## src/rtl/vrrp_pkg.sv

```systemverilog
`default_nettype none
package vrrp_pkg;

  localparam int IntervalBits = 12;
  localparam int DownBits     = IntervalBits + 2;
  localparam int PrioBits     = 8;
  localparam int CompBits     = PrioBits + 1;
  localparam int ProdBits     = CompBits + IntervalBits;
  localparam int CfgIdxBits   = 3;
  localparam int CfgDataBits  = IntervalBits;

  localparam logic [PrioBits-1:0] PrioOwner = 8'd255;
  localparam logic [PrioBits-1:0] PrioZero  = 8'd0;

  typedef enum logic [1:0] {
    MODE_INIT   = 2'd0,
    MODE_BACKUP = 2'd1,
    MODE_MASTER = 2'd2
  } mode_e;

  typedef enum logic [2:0] {
    OP_TICK    = 3'd0,
    OP_ADVERT  = 3'd1,
    OP_INVALID = 3'd2,
    OP_RELOAD  = 3'd3,
    OP_START   = 3'd4
  } op_e;

  typedef enum logic [1:0] {
    ANN_NONE = 2'd0,
    ANN_ARP  = 2'd1,
    ANN_NA   = 2'd2
  } ann_e;

  typedef enum logic [1:0] {
    SCR_NONE   = 2'd0,
    SCR_MASTER = 2'd1,
    SCR_BACKUP = 2'd2
  } script_e;

  typedef enum logic [CfgIdxBits-1:0] {
    CFG_PRIORITY = 3'd0,
    CFG_INTERVAL = 3'd1,
    CFG_PREEMPT  = 3'd2,
    CFG_VERSION  = 3'd3,
    CFG_FAMILY   = 3'd4
  } cfg_idx_e;

  typedef struct packed {
    logic [2:0]              op;
    logic [PrioBits-1:0]     rx_priority;
    logic [IntervalBits-1:0] rx_interval;
    logic                    sender_addr_greater;
  } vrrp_in_t;

  typedef struct packed {
    logic [1:0] router_state;
    logic       send_advert;
    logic       send_zero_advert;
    logic [1:0] announce_kind;
    logic [1:0] script_event;
  } vrrp_out_t;

  typedef struct packed {
    logic [PrioBits-1:0]     local_priority;
    logic [IntervalBits-1:0] adv_interval;
    logic                    preempt_enable;
    logic                    version_three;
    logic                    family_ipv6;
  } vrrp_cfg_t;

  typedef struct packed {
    mode_e                   mode;
    logic [IntervalBits-1:0] learned_interval;
    logic [DownBits-1:0]     down_timer;
    logic                    down_on;
    logic [IntervalBits-1:0] advert_timer;
    logic                    advert_on;
  } vrrp_st_t;

endpackage
`default_nettype wire

```

## src/rtl/vrrp_fsm.sv

```systemverilog
`default_nettype none
module vrrp_fsm import vrrp_pkg::*; (
  input  vrrp_st_t  st_i,
  input  vrrp_cfg_t cfg_i,
  input  vrrp_in_t  word_i,
  output vrrp_st_t  st_next_o,
  output vrrp_out_t res_o
);

  vrrp_st_t              nxt;
  logic                  arm_down;
  logic                  skew_only;
  logic [CompBits-1:0]   pri_comp;
  logic [ProdBits-1:0]   prod;
  logic [ProdBits-9:0]   skew;
  logic [DownBits:0]     down_full;

  always_comb begin
    nxt       = st_i;
    res_o     = '0;
    arm_down  = 1'b0;
    skew_only = 1'b0;
    case (word_i.op)
      OP_TICK: begin
        if (st_i.mode == MODE_BACKUP && st_i.down_on) begin
          if (st_i.down_timer <= DownBits'(1)) begin
            nxt.mode           = MODE_MASTER;
            res_o.send_advert  = 1'b1;
            res_o.announce_kind = cfg_i.family_ipv6 ? ANN_NA : ANN_ARP;
            res_o.script_event = SCR_MASTER;
            nxt.down_on        = 1'b0;
            nxt.down_timer     = '0;
            nxt.advert_timer   = cfg_i.adv_interval;
            nxt.advert_on      = 1'b1;
          end else begin
            nxt.down_timer = st_i.down_timer - DownBits'(1);
          end
        end else if (st_i.mode == MODE_MASTER && st_i.advert_on) begin
          if (st_i.advert_timer <= IntervalBits'(1)) begin
            res_o.send_advert = 1'b1;
            nxt.advert_timer  = cfg_i.adv_interval;
            nxt.advert_on     = 1'b1;
          end else begin
            nxt.advert_timer = st_i.advert_timer - IntervalBits'(1);
          end
        end
      end
      OP_ADVERT: begin
        if (st_i.mode == MODE_BACKUP) begin
          if (word_i.rx_priority == PrioZero) begin
            skew_only = 1'b1;
          end else if (!cfg_i.preempt_enable ||
                       word_i.rx_priority >= cfg_i.local_priority) begin
            if (cfg_i.version_three) begin
              nxt.learned_interval = word_i.rx_interval;
            end
            arm_down = 1'b1;
          end
        end else if (st_i.mode == MODE_MASTER) begin
          if (word_i.rx_priority == PrioZero) begin
            res_o.send_advert = 1'b1;
            nxt.advert_timer  = cfg_i.adv_interval;
            nxt.advert_on     = 1'b1;
          end else if (word_i.rx_priority > cfg_i.local_priority ||
                       (word_i.rx_priority == cfg_i.local_priority &&
                        word_i.sender_addr_greater)) begin
            nxt.mode           = MODE_BACKUP;
            res_o.script_event = SCR_BACKUP;
            if (cfg_i.version_three) begin
              nxt.learned_interval = word_i.rx_interval;
            end
            nxt.advert_on    = 1'b0;
            nxt.advert_timer = '0;
            arm_down         = 1'b1;
          end
        end
      end
      OP_RELOAD: begin
        if (st_i.mode == MODE_BACKUP) begin
          nxt.down_on    = 1'b0;
          nxt.down_timer = '0;
          nxt.mode       = MODE_INIT;
        end else if (st_i.mode == MODE_MASTER) begin
          nxt.advert_on          = 1'b0;
          nxt.advert_timer       = '0;
          res_o.send_zero_advert = 1'b1;
          res_o.script_event     = SCR_BACKUP;
          nxt.mode               = MODE_INIT;
        end
      end
      OP_START: begin
        if (st_i.mode == MODE_INIT) begin
          nxt.learned_interval = cfg_i.adv_interval;
          if (cfg_i.local_priority == PrioOwner) begin
            nxt.mode            = MODE_MASTER;
            res_o.send_advert   = 1'b1;
            res_o.announce_kind = cfg_i.family_ipv6 ? ANN_NA : ANN_ARP;
            res_o.script_event  = SCR_MASTER;
            nxt.down_on         = 1'b0;
            nxt.down_timer      = '0;
            nxt.advert_timer    = cfg_i.adv_interval;
            nxt.advert_on       = 1'b1;
          end else begin
            nxt.mode         = MODE_BACKUP;
            nxt.advert_on    = 1'b0;
            nxt.advert_timer = '0;
            arm_down         = 1'b1;
          end
        end
      end
      default: begin
      end
    endcase
    res_o.router_state = nxt.mode;
  end

  // skew and master-down from the interval this word leaves behind
  assign pri_comp  = CompBits'(256) - {1'b0, cfg_i.local_priority};
  assign prod      = ProdBits'(pri_comp) * ProdBits'(nxt.learned_interval);
  assign skew      = prod[ProdBits-1:8];
  assign down_full = ({2'b0, nxt.learned_interval, 1'b0} + (DownBits + 1)'(nxt.learned_interval))
                     + (DownBits + 1)'(skew);

  always_comb begin
    st_next_o = nxt;
    if (arm_down) begin
      st_next_o.down_timer = down_full[DownBits-1:0];
      st_next_o.down_on    = 1'b1;
    end else if (skew_only) begin
      st_next_o.down_timer = DownBits'(skew);
      st_next_o.down_on    = 1'b1;
    end
  end

endmodule
`default_nettype wire

```

## src/rtl/vrrp_router_state_machine.sv

```systemverilog
`default_nettype none
// channel  direction  payload     handshake
// in       input      vrrp_in_t   in_valid_i / in_stall_o
// out      output     vrrp_out_t  out_valid_o / out_stall_i
// cfg      input      index+data  cfg_we_i, no back-pressure
//
// one word per cycle sustained while the output is not stalled; an accepted word is
// held in the input register, then passes through the combinational state update
// into the result register
// reset puts the router in init with both timers stopped and the config registers at defaults
// a stall on the output holds the result; one more word waits in the input register
module vrrp_router_state_machine import vrrp_pkg::*; (
  input  wire logic                   clk_i,
  input  wire logic                   rst_ni,
  input  wire logic                   in_valid_i,
  output logic                        in_stall_o,
  input  wire vrrp_in_t               in_word_i,
  output logic                        out_valid_o,
  input  wire logic                   out_stall_i,
  output vrrp_out_t                   out_word_o,
  input  wire logic                   cfg_we_i,
  input  wire logic [CfgIdxBits-1:0]  cfg_idx_i,
  input  wire logic [CfgDataBits-1:0] cfg_data_i
);

  vrrp_cfg_t cfg_q;
  vrrp_st_t  st_q, st_d;
  vrrp_in_t  in_q;
  logic      in_valid_q;
  vrrp_out_t res_d, out_q;
  logic      out_valid_q;
  logic      advance;

  assign advance    = in_valid_q && (!out_valid_q || !out_stall_i);
  assign in_stall_o = in_valid_q && !advance;

  always_ff @(posedge clk_i or negedge rst_ni) begin
    if (!rst_ni) begin
      cfg_q.local_priority <= 8'd100;
      cfg_q.adv_interval   <= IntervalBits'(100);
      cfg_q.preempt_enable <= 1'b1;
      cfg_q.version_three  <= 1'b1;
      cfg_q.family_ipv6    <= 1'b0;
    end else if (cfg_we_i) begin
      case (cfg_idx_i)
        CFG_PRIORITY: cfg_q.local_priority <= cfg_data_i[PrioBits-1:0];
        CFG_INTERVAL: cfg_q.adv_interval   <= cfg_data_i[IntervalBits-1:0];
        CFG_PREEMPT:  cfg_q.preempt_enable <= cfg_data_i[0];
        CFG_VERSION:  cfg_q.version_three  <= cfg_data_i[0];
        CFG_FAMILY:   cfg_q.family_ipv6    <= cfg_data_i[0];
        default: begin
        end
      endcase
    end
  end

  vrrp_fsm u_fsm (
    .st_i      (st_q),
    .cfg_i     (cfg_q),
    .word_i    (in_q),
    .st_next_o (st_d),
    .res_o     (res_d)
  );

  always_ff @(posedge clk_i or negedge rst_ni) begin
    if (!rst_ni) begin
      st_q.mode             <= MODE_INIT;
      st_q.learned_interval <= '0;
      st_q.down_timer       <= '0;
      st_q.down_on          <= 1'b0;
      st_q.advert_timer     <= '0;
      st_q.advert_on        <= 1'b0;
      in_valid_q            <= 1'b0;
      out_valid_q           <= 1'b0;
    end else begin
      if (advance) begin
        st_q <= st_d;
      end
      if (in_valid_i && !in_stall_o) begin
        in_valid_q <= 1'b1;
      end else if (advance) begin
        in_valid_q <= 1'b0;
      end
      if (advance) begin
        out_valid_q <= 1'b1;
      end else if (!out_stall_i) begin
        out_valid_q <= 1'b0;
      end
    end
  end

  always_ff @(posedge clk_i) begin
    if (in_valid_i && !in_stall_o) begin
      in_q <= in_word_i;
    end
    if (advance) begin
      out_q <= res_d;
    end
  end

  assign out_valid_o = out_valid_q;
  assign out_word_o  = out_q;

endmodule
`default_nettype wire

```

## config.mk

```make
export PLATFORM = sky130hd
export DESIGN_NAME = vrrp_router_state_machine
export DESIGN_NICKNAME = d
export VERILOG_FILES = /design/src/rtl/vrrp_pkg.sv /design/src/rtl/vrrp_fsm.sv /design/src/rtl/vrrp_router_state_machine.sv
export SDC_FILE = /design/constraint.sdc
export NUM_CORES = 1
export LEC_CHECK = 0
export BUFFER_PORTS_ARGS = -buffer_cell sky130_fd_sc_hd__buf_2
export CELL_PAD_IN_SITES_DETAIL_PLACEMENT = 0
export CELL_PAD_IN_SITES_GLOBAL_PLACEMENT = 1
export CORE_ASPECT_RATIO = 1.25
export CORE_MARGIN = 1
export CORE_UTILIZATION = 44
export DETAILED_ROUTE_END_ITERATION = 6
export PLACE_DENSITY_LB_ADDON = 0.1
export SLEW_MARGIN = 20
export SYNTH_ARGS = -nofsm -noshare
export SYNTH_HDL_FRONTEND = slang
export SYNTH_SLANG_ARGS = --single-unit
```

## constraint.sdc

```tcl
create_clock -name clk_i -period 8.7 [get_ports clk_i]
set_input_delay 0.87 -clock clk_i [delete_from_list [all_inputs] [get_ports clk_i]]
set_output_delay 0.87 -clock clk_i [all_outputs]
set_load 0.05 [all_outputs]
```

==> After elaboration in Yosys (flattened, before gate mapping) <==
Cells that the tools add are included.
{ "totals": {"wordCells": 165, "out_inout_bits": 10, "in_bits": 44, "reg_bits": 99} }
{ "op_classes": {"n_mux": 75, "bitwise": 1, "order_cmp": 4, "mul": 1, "reduce_logical": 31, "n_eq_ne": 26, "addsub": 5} }
{ "op_table": {"columns": ["cell", "count"], "rows": [
  ["$mux 13", 9],
  ["$mux 15", 5],
  ["$mux 14", 5],
  ["$mux 12", 5],
  ["$pmux 13 s4", 1],
  ["$pmux 15 s3", 1],
  ["$mux 42", 1],
  ["$mux 2", 13],
  ["$mux 1", 25],
  ["$pmux 12 s2", 1],
  ["$mul 9x12->21", 1],
  ["$ne 4x1->1 const B", 5],
  ["$mux 4", 4],
  ["$pmux 2 s4", 2],
  ["$add 13x12->14", 1],
  ["$add 14x13->14", 1],
  ["$le 14x1->1 const B", 1],
  ["$sub 14x1->14 const B", 1],
  ["$le 12x1->1 const B", 1],
  ["$sub 12x1->12 const B", 1],
  ["$reduce_and 11->1", 1],
  ["$reduce_and 10->1", 1],
  ["$reduce_and 2->1", 5],
  ["$eq 3x2->1 const B", 3],
  ["29 further kinds", 49]
]} }

==> Depth between registers and ports, before layout <==
Gate-level depths: netlist (run 1).
{ "depth": {"depth_word": 11, "ltp_mapped": 43} }

==> By module <==
From an unflattened synthesis (run 1), not the netlist that was laid out.
{ "hier_totals": {"cells_unflattened": 1167, "area_unflattened_um2": 10591.4} }
{ "modules_own_cells": {"columns": ["module", "cells_each", "instances", "area_each_um2"], "rows": [
  ["vrrp_fsm", 987, 1, 7048.0],
  ["vrrp_router_state_machine", 180, 1, 3543.4]
]} }

==> Least setup slack after synthesis (run 1) <==
OpenSTA, ideal clock, no wires.
{ "synth_path": {"path_type": "register to register", "start": "register cfg_q[21] (netlist bit)", "end": "register st_q[27] (netlist bit)", "synth_period_minus_slack_ns": 9.335, "setup_ns": 0.146, "required_ns": 8.554, "arrival_ns": 9.190, "path_stages_with_launch": 38, "path_buffers": 1, "path_slack_ns": -0.635, "cell_sequence": "dfstp_2 inv_1 ha_1 and4_1 nor3b_2 nor3_1 nand2_4 o31ai_2 nand2_1 mux2i_1 nor2_1 a221oi_1 nor2_1 fa_1 fa_1 fa_1 inv_1 fa_1 (+2 left out) clkbuf_1 a211oi_1 nand2_1 a211o_1 a2111oi_0 o21bai_1 a21oi_1 xnor2_1 fa_1 ha_1 nor3_1 a211oi_1 a21o_1 a21o_1 a21o_1 a21oi_1 xor2_1 o31ai_1"} }
{ "synth_via": {"elab_chain_len": 11} }
{ "synth_rtl": {"columns": ["element", "line", "rtl"], "rows": [
  ["start, declared", "vrrp_router_state_machine.sv:26", "vrrp_cfg_t cfg_q;"],
  ["parallel branches: the longest is 11 deep, another holds $mul 9x12->21", null, null],
  ["end signal, assigned", "vrrp_router_state_machine.sv:77", "st_q <= st_d;"],
  ["end, declared", "vrrp_router_state_machine.sv:27", "vrrp_st_t st_q, st_d;"]
]} }
Several ways; the timed one is not identified.
A chain may end at the register's enable or synchronous reset.

==> results of run 1 <==
[cells in the mapped netlist (8+ instances only)]
library cell	instances
mux2i_1	10
or2_2	9
nand2_1	123
nor2b_1	10
dfrtp_1	59
xnor2_1	25
dfstp_2	8
clkbuf_1	30
mux2_2	24
o21a_1	9
o21ai_0	68
edfxtp_1	32
nand3_1	16
nor2_1	119
fa_1	82
ha_1	65
nor4_1	17
inv_1	115
a21oi_1	65
a21o_1	9
a31oi_1	10
nand2b_1	20
and2_1	12
xor2_1	11
nor3_1	26
[flip-flops by register name, summed over array words and instances, names as in the netlist]
name         cells
cfg_q           23
in_q            24
in_valid_q       1
out_valid_o      1
out_word_o       8
st_q            42
[layer usage]
layer  up-vias  global-route usage [%]  routed length [um]
met5         -                       0                   0
met1      4215                    31.0               11400
met4         0                    12.3                1200
met3        67                    2.47                 807
met2       189                    47.8               15100
li1       4050                       -                   -
[timing repair]
| action | CTS | global route |
|---|---|---|
| buffers inserted | 8 | 19 |
| gates resized for setup | 24 | 99 |
| pin swaps | 34 | 93 |
| endpoints found under the setup margin | 4 | 7 |
| endpoints found under the hold margin | 0 | 0 |
[stage by stage]
step	util (%)	std cells	area [sq um]	hold slack, ns	setup slack [ns]
finish	56.6	1542	12100	0.489	0.113
global route	56.6	1542	12100	0.531	-0.190
CTS	53.7	1523	11500	0.499	-0.0155
detailed placement	51.5	1499	11000	0.483	-0.223
global placement	51.5	1499	11000	0.471	-0.129
floorplan	-	1078	9610	0.450	0.0149
[final cells by class]
| type | instances | area, sq um |
|---|---|---|
| Clock buffer | 14 | 297 |
| Clock inverter | 2 | 16.3 |
| Timing Repair Buffer | 202 | 1430 |
| Multi-Input combinational cell | 831 | 6930 |
| Inverter | 115 | 438 |
| Sequential cell | 99 | 2650 |
| Fill cell | 2026 | 9290 |
| Tap cell | 279 | 349 |
[cells by family after synthesis]
kind of cell / Yosys count
fa+ha+maj: 147
flops: 99
simple gates: 381
buf+inv: 148
xor+xnor: 36
compound gates: 233
mux: 34
[cell usage in the layout (no fill, tap or decap), types with 12 or more instances in the layout]
master	netlist	routed
buf_4	0	137
nand2_1	123	118
nor2_1	119	113
inv_1	115	102
fa_1	82	79
o21ai_0	68	59
dfrtp_1	59	59
a21oi_1	65	54
buf_2	2	53
ha_1	65	48
edfxtp_1	32	32
nor3_1	26	23
mux2_2	24	23
xnor2_1	25	20
nand2b_1	20	19
nand3_1	16	16
ha_4	0	16
nor4_1	17	15
buf_6	0	12
[worst min-delay path by stage]
stage | start | end | depth (start not counted)
floorplan | st_q[0] | st_q[0] | 2
global placement | st_q[0] | st_q[0] | 2
detailed placement | in_valid_q | out_valid_o | 1
CTS | in_valid_q | out_valid_o | 1
global route | in_valid_q | out_valid_o | 1
finish | in_valid_q | out_valid_o | 1
==> qor.csv, run 1 <==
metric,value,unit
final sum of negative setup slack,0,ns
synthesis-to-finish area growth,26.5,%
wire length reported by the detailed router,28600,um
r2r worst-path depth,36,
reg-to-reg startpoint,in_q[13],
global-route wire length before repair,45500,um
overflow left after global routing,0,
outcome,finished with violations,
slowest library cell on the worst path,fa_1,
core outline area,21400,sq um
type of the worst setup path,reg -> reg,
RSZ-0062 raised after global routing,yes,
share of the yosys chip area belonging to registers,27.7,%
top area cells in the synthesized netlist,"fa_1 17%, dfrtp_1 15%, edfxtp_1 10%",
total buffers and inverters traversed by the critical path,7,
Slew Limit Fails,0,
post-synthesis xor/xnor area fraction,3.29,%
number of maximum-capacitance constraint violations,0,
crit path DAT,8.79,ns
Tcrit/Tclk final,98.7,%
Post-Synth Adder-Cell Area,25.6,%
quantity of hold-fixing buffers added after cts,0,
number of enable flip-flop cells after synthesis,32,
worst rel slew slack,29.4,%
class of the tightest hold or removal check,reg -> reg,
violated checks,DRC,
1st-pass router iterations,7,
cell type with the highest aggregate area in the netlist,fa_1,
Avg Inst Size Synth,8.88,sq um
Required @ worst endpoint,8.90,ns
standard-cell row count,60,
number of different library cells in the post-synthesis netlist,69,
worst reg2reg setup slack,0.11,ns
depth of the critical timing path with buffers and inverters included,36,
Die Y-Extent,167,um
GPL Wtd Cong,0.909,
most repeated library cell on the critical path,fa_1,
endpoint of the lowest-slack register-to-register path,st_q[27],
Vias/cell,5.53,
area share of the leading cell type in the synthesized netlist,17.1,%
master cell of the clock root buffer,clkbuf_16,
input/output buffers,53,
Post-Synthesis Net Count,1269,
final antenna diode count,0,
clk_skew,0.0136,ns
largest stage delay on the critical path,0.56,ns
worst setup path startpoint,in_q[13],
final critical-path required period,8.59,ns
pin count of the biggest net entering global routing,68,
DRC marker count from the first detailed-route iteration,413,
H-tree lvl count,3,
area of the mapped netlist,9570,sq um
DRC,2,
gate family responsible for the most delay along the worst path,adder cells,
Die Area,22400,sq um
effective utilization at floorplan,44.7,%
setup violators final,0,
Clock Pin Slew Worst Setup and Hold Paths,0.07,ns
largest fanout on the critical path,7,
synthesized instance count,1078,
number of endpoints with negative hold slack in the final report,0,
initial antenna violation count,0,
Worst Setup End Kind,register,
clk sinks,99,
number of clock buffers inserted by TritonCTS,9,
DP Wirelength,22400,um
Antenna Nets Post-Route,0,
CP startpoint kind,register,
top-level port count,54,
Most used DFF post-synth,dfrtp_1,
Routed wire per std cell,18.5,um
proportion of synthesized area in mux cells,3.87,%
CTS tree,built,
highest attainable clock frequency,0.116,GHz
number of global-route vias before repair,8650,
Worst-Skew Late Latency,0.36,ns
number of nets at the end of the flow,1449,
"area fraction in and, or, nand and nor cells after synthesis",18.3,%
ys async rst share,67.7,%
Compound-Gate Fraction of Synth Area,15.4,%
total number of yosys warnings,0,
count of state elements after synthesis,99,
overall via count from detail_route,8521,
DIE WIDTH,134,um
buffer depth of the longest clock path,2,
dominant combinational cell family by area after synthesis,adder cells,
termination of the worst setup path,st_q[27],
slew at the pin closest to its max-slew limit,1.06,ns
fraction of layout instances using a drive strength above 1,28.3,%
total routing resource utilization after global routing,26.3,%
Power of run 1 is not shown: default switching activity piles up to over one toggle a cycle in this logic, so the estimate is an artifact.
==> inputs of run 2 (changes only) <==
CORE_UTILIZATION = 45   (was 44)
SYNTH_HIERARCHICAL = 1   (was unset)
==> run 2 against run 1 <==
  * The run ends with setup timing left
  * Largest cell class unchanged
  * First-iteration DRC count grew 48%
  * Setup slack lost 0.30 ns
  * Synthesized cell count grew 8.3%
  * Fmax shrank 3.4%
  * Critical endpoint is now st_q[25]
  * Highest routed layer unchanged
  * Synthesized area grew 11%
  * Count of clock-buffer cells in the layout shrank 5
  * Global-route usage grew 2.5 points
  * Core utilization grew 0.95 points
==> qor.csv, run 2 <==
metric,value,unit,change
synthesis-to-finish area growth,25.2,%,
WHS Endpoint,out_valid_o,,
standard-cell row count,62,,+3.3%
CP startpoint kind,register,,
CTS tree,built,,
Worst-Skew Late Latency,0.38,ns,+0.02 ns
number of global-route vias before repair,9805,,+13%
Die Area,24200,sq um,+8.1%
top cells by instance count after synthesis,"127 x nand2_1, 120 x nor2_1, 109 x inv_1, 82 x fa_1, 72 x a21oi_1",,
H-tree lvl count,3,,unchanged
max reg flops,42,,unchanged
Antenna Nets Post-Route,0,,unchanged
DRC,0,,-2
Required @ worst endpoint,8.96,ns,+0.06 ns
overall via count from detail_route,9477,,+11%
Avg Inst Size Synth,9.08,sq um,+2.2%
Clock Pin Slew Worst Setup and Hold Paths,0.07,ns,about the same
DRC marker count from the first detailed-route iteration,611,,+48%
Worst Setup Slack post-DPL,-0.320,ns,-0.0971 ns
number of different library cells in the post-synthesis netlist,89,,+29%
fraction of layout instances using a drive strength above 1,32.9,%,+4.5 points
quantity of hold-fixing buffers added after cts,0,,unchanged
placed inst area,12200,sq um,+11%
most repeated library cell on the critical path,fa_1,,
RSZ-0062 raised after global routing,yes,,
largest fanout on the critical path,5,,-2
outcome,finished with violations,,
ys async rst share,67.7,%,unchanged
Most used DFF post-synth,dfrtp_1,,
worst reg2reg setup slack,-0.19,ns,-0.30 ns
area share of the leading cell type in the synthesized netlist,15.5,%,-1.6 points
violated checks,setup timing,,
global-route wire length before repair,53400,um,+17%
Reg with most FFs,st_q,,
largest registers,"st_q x42, in_q x24, cfg_q x23",,
most frequent cells in the layout,"168 x buf_4, 122 x nand2_1, 117 x nor2_1",,
DIE WIDTH,139,um,+3.9%
crit path DAT,9.15,ns,+0.36 ns
final critical-path required period,8.89,ns,+0.299 ns
overflow left after global routing,0,,unchanged
pin count of the biggest net entering global routing,68,,unchanged
total number of yosys warnings,6,,+6
Post-Synthesis Net Count,1358,,+7.0%
master cell of the clock root buffer,clkbuf_16,,
count of state elements after synthesis,99,,unchanged
total routing resource utilization after global routing,28.8,%,+2.5 points
most numerous cell in the Yosys netlist,nand2_1,,
largest stage delay on the critical path,0.57,ns,about the same
Worst Setup End Kind,register,,
input/output buffers,53,,unchanged
type of the worst setup path,reg -> reg,,
area of the mapped netlist,10600,sq um,+11%
top-level port count,54,,unchanged
share of the yosys chip area belonging to registers,25.0,%,-2.7 points
Slew Limit Fails,0,,unchanged
synthesized instance count,1167,,+8.3%
DP Wirelength,25800,um,+15%
setup violators final,5,,+5
clk_skew,0.0114,ns,-0.00220 ns
GPL Wtd Cong,0.921,,+1.3%
HP Start,in_valid_q,,
reg-to-reg startpoint,cfg_q[21],,
number of enable flip-flop cells after synthesis,32,,unchanged
effective utilization at floorplan,46.0,%,+1.2 points
Filler Cell Count,2129,,+5.1%
number of nets at the end of the flow,1548,,+6.8%
highest attainable clock frequency,0.113,GHz,-3.4%
post-route cell area,13300,sq um,+9.5%
slew at the pin closest to its max-slew limit,1.02,ns,-0.0339 ns
slowest library cell on the worst path,fa_1,,
"most common cell after layout, fill and taps aside",buf_4,,
worst path setup slack after routing,-0.186,ns,-0.299 ns
core outline area,23000,sq um,+7.7%
cell count of the worst hold path,1,,unchanged
number of maximum-capacitance constraint violations,0,,unchanged
number of endpoints with negative hold slack in the final report,0,,unchanged
Tcrit/Tclk final,102,%,+3.4 points
post-route worst hold slack,0.484,ns,-0.00485 ns
share of the core filled with cells,57.5,%,+0.95 points
r2r worst-path depth,37,,+2.8%
Vias/cell,5.74,,+3.9%
class of the tightest hold or removal check,reg -> reg,,
final antenna diode count,0,,unchanged
initial antenna violation count,0,,unchanged
wire length reported by the detailed router,33200,um,+16%
Routed wire per std cell,20.2,um,+8.7%
cell type with the highest aggregate area in the netlist,fa_1,,
Die Y-Extent,174,um,+4.0%
top area cells in the synthesized netlist,"fa_1 15%, dfrtp_1 14%, edfxtp_1 9.1%",,
endpoint of the lowest-slack register-to-register path,st_q[25],,
number of clock buffers inserted by TritonCTS,9,,unchanged
worst rel slew slack,31.7,%,+2.2 points
clk sinks,99,,unchanged
buffer depth of the longest clock path,2,,unchanged
1st-pass router iterations,5,,-2
run 2: cell families (layout without fill, tap and decap cells):
group,after synthesis,after routing,synth area share [%]
simple gates,393,393,17.9
compound gates,256,256,16.9
buf+inv,163,358,6.26
fa+ha+maj,147,147,23.2
flops,99,99,25.0
mux,81,81,8.48
xor+xnor,28,28,2.32
run 2: worst max-delay path by stage:
stage,from,endpoint,slack [ns]
5_1_grt,cfg_q[21],st_q[25],-0.60
3_3_place_gp,cfg_q[20],st_q[26],-0.21
3_5_place_dp,cfg_q[20],st_q[26],-0.32
6_report,cfg_q[21],st_q[25],-0.19
4_1_cts,cfg_q[21],st_q[24],-0.02
2_1_floorplan,cfg_q[21],st_q[25],0.007
run 2: through the flow:
step | std cells | setup TNS (ns)
2_1_floorplan | 1167 | 0
3_3_place_gp | 1606 | -0.781
3_5_place_dp | 1606 | -1.25
4_1_cts | 1641 | -0.0177
5_1_grt | 1650 | -3.00
6_report | 1650 | -0.492
run 2: what timing repair did:
| item | in CTS | in global routing |
|---|---|---|
| setup endpoints to repair | 5 | 9 |
| resized for setup | 57 | 43 |
| setup buffers | 19 | 10 |
| pin swaps | 77 | 59 |
| hold endpoints to repair | 0 | 0 |
run 2: area by class of cell:
| cell class | instances | area, sq um | area share (%) |
|---|---|---|---|
| tap | 288 | 360 | 2.72 |
| sequential | 99 | 2650 | 20.0 |
| inverter | 114 | 433 | 3.27 |
| timing repair buffer | 228 | 1610 | 12.2 |
| clock inverter | 7 | 77.6 | 0.585 |
| multi-input combinational | 905 | 7900 | 59.6 |
| clock buffer | 9 | 225 | 1.70 |
run 2: worst max-delay path: cells and delay by family (launching register included):
family / cells / cell delay [ns]
flops: 1 / 0.54
fa+ha+maj: 8 / 3.27
xor+xnor: 2 / 0.38
simple gates: 7 / 0.80
buf+inv: 6 / 0.58
compound gates: 13 / 2.95
mux: 1 / 0.25
run 2: per-layer routing:
layer	routed length, um	up-vias	GRT usage (%)
met4	1170	0	11.4
met2	16900	277	51.2
met5	0	-	0
li1	-	4465	-
met1	13800	4677	35.5
met3	1300	58	3.31
Power of run 2 is left out for the same reason.
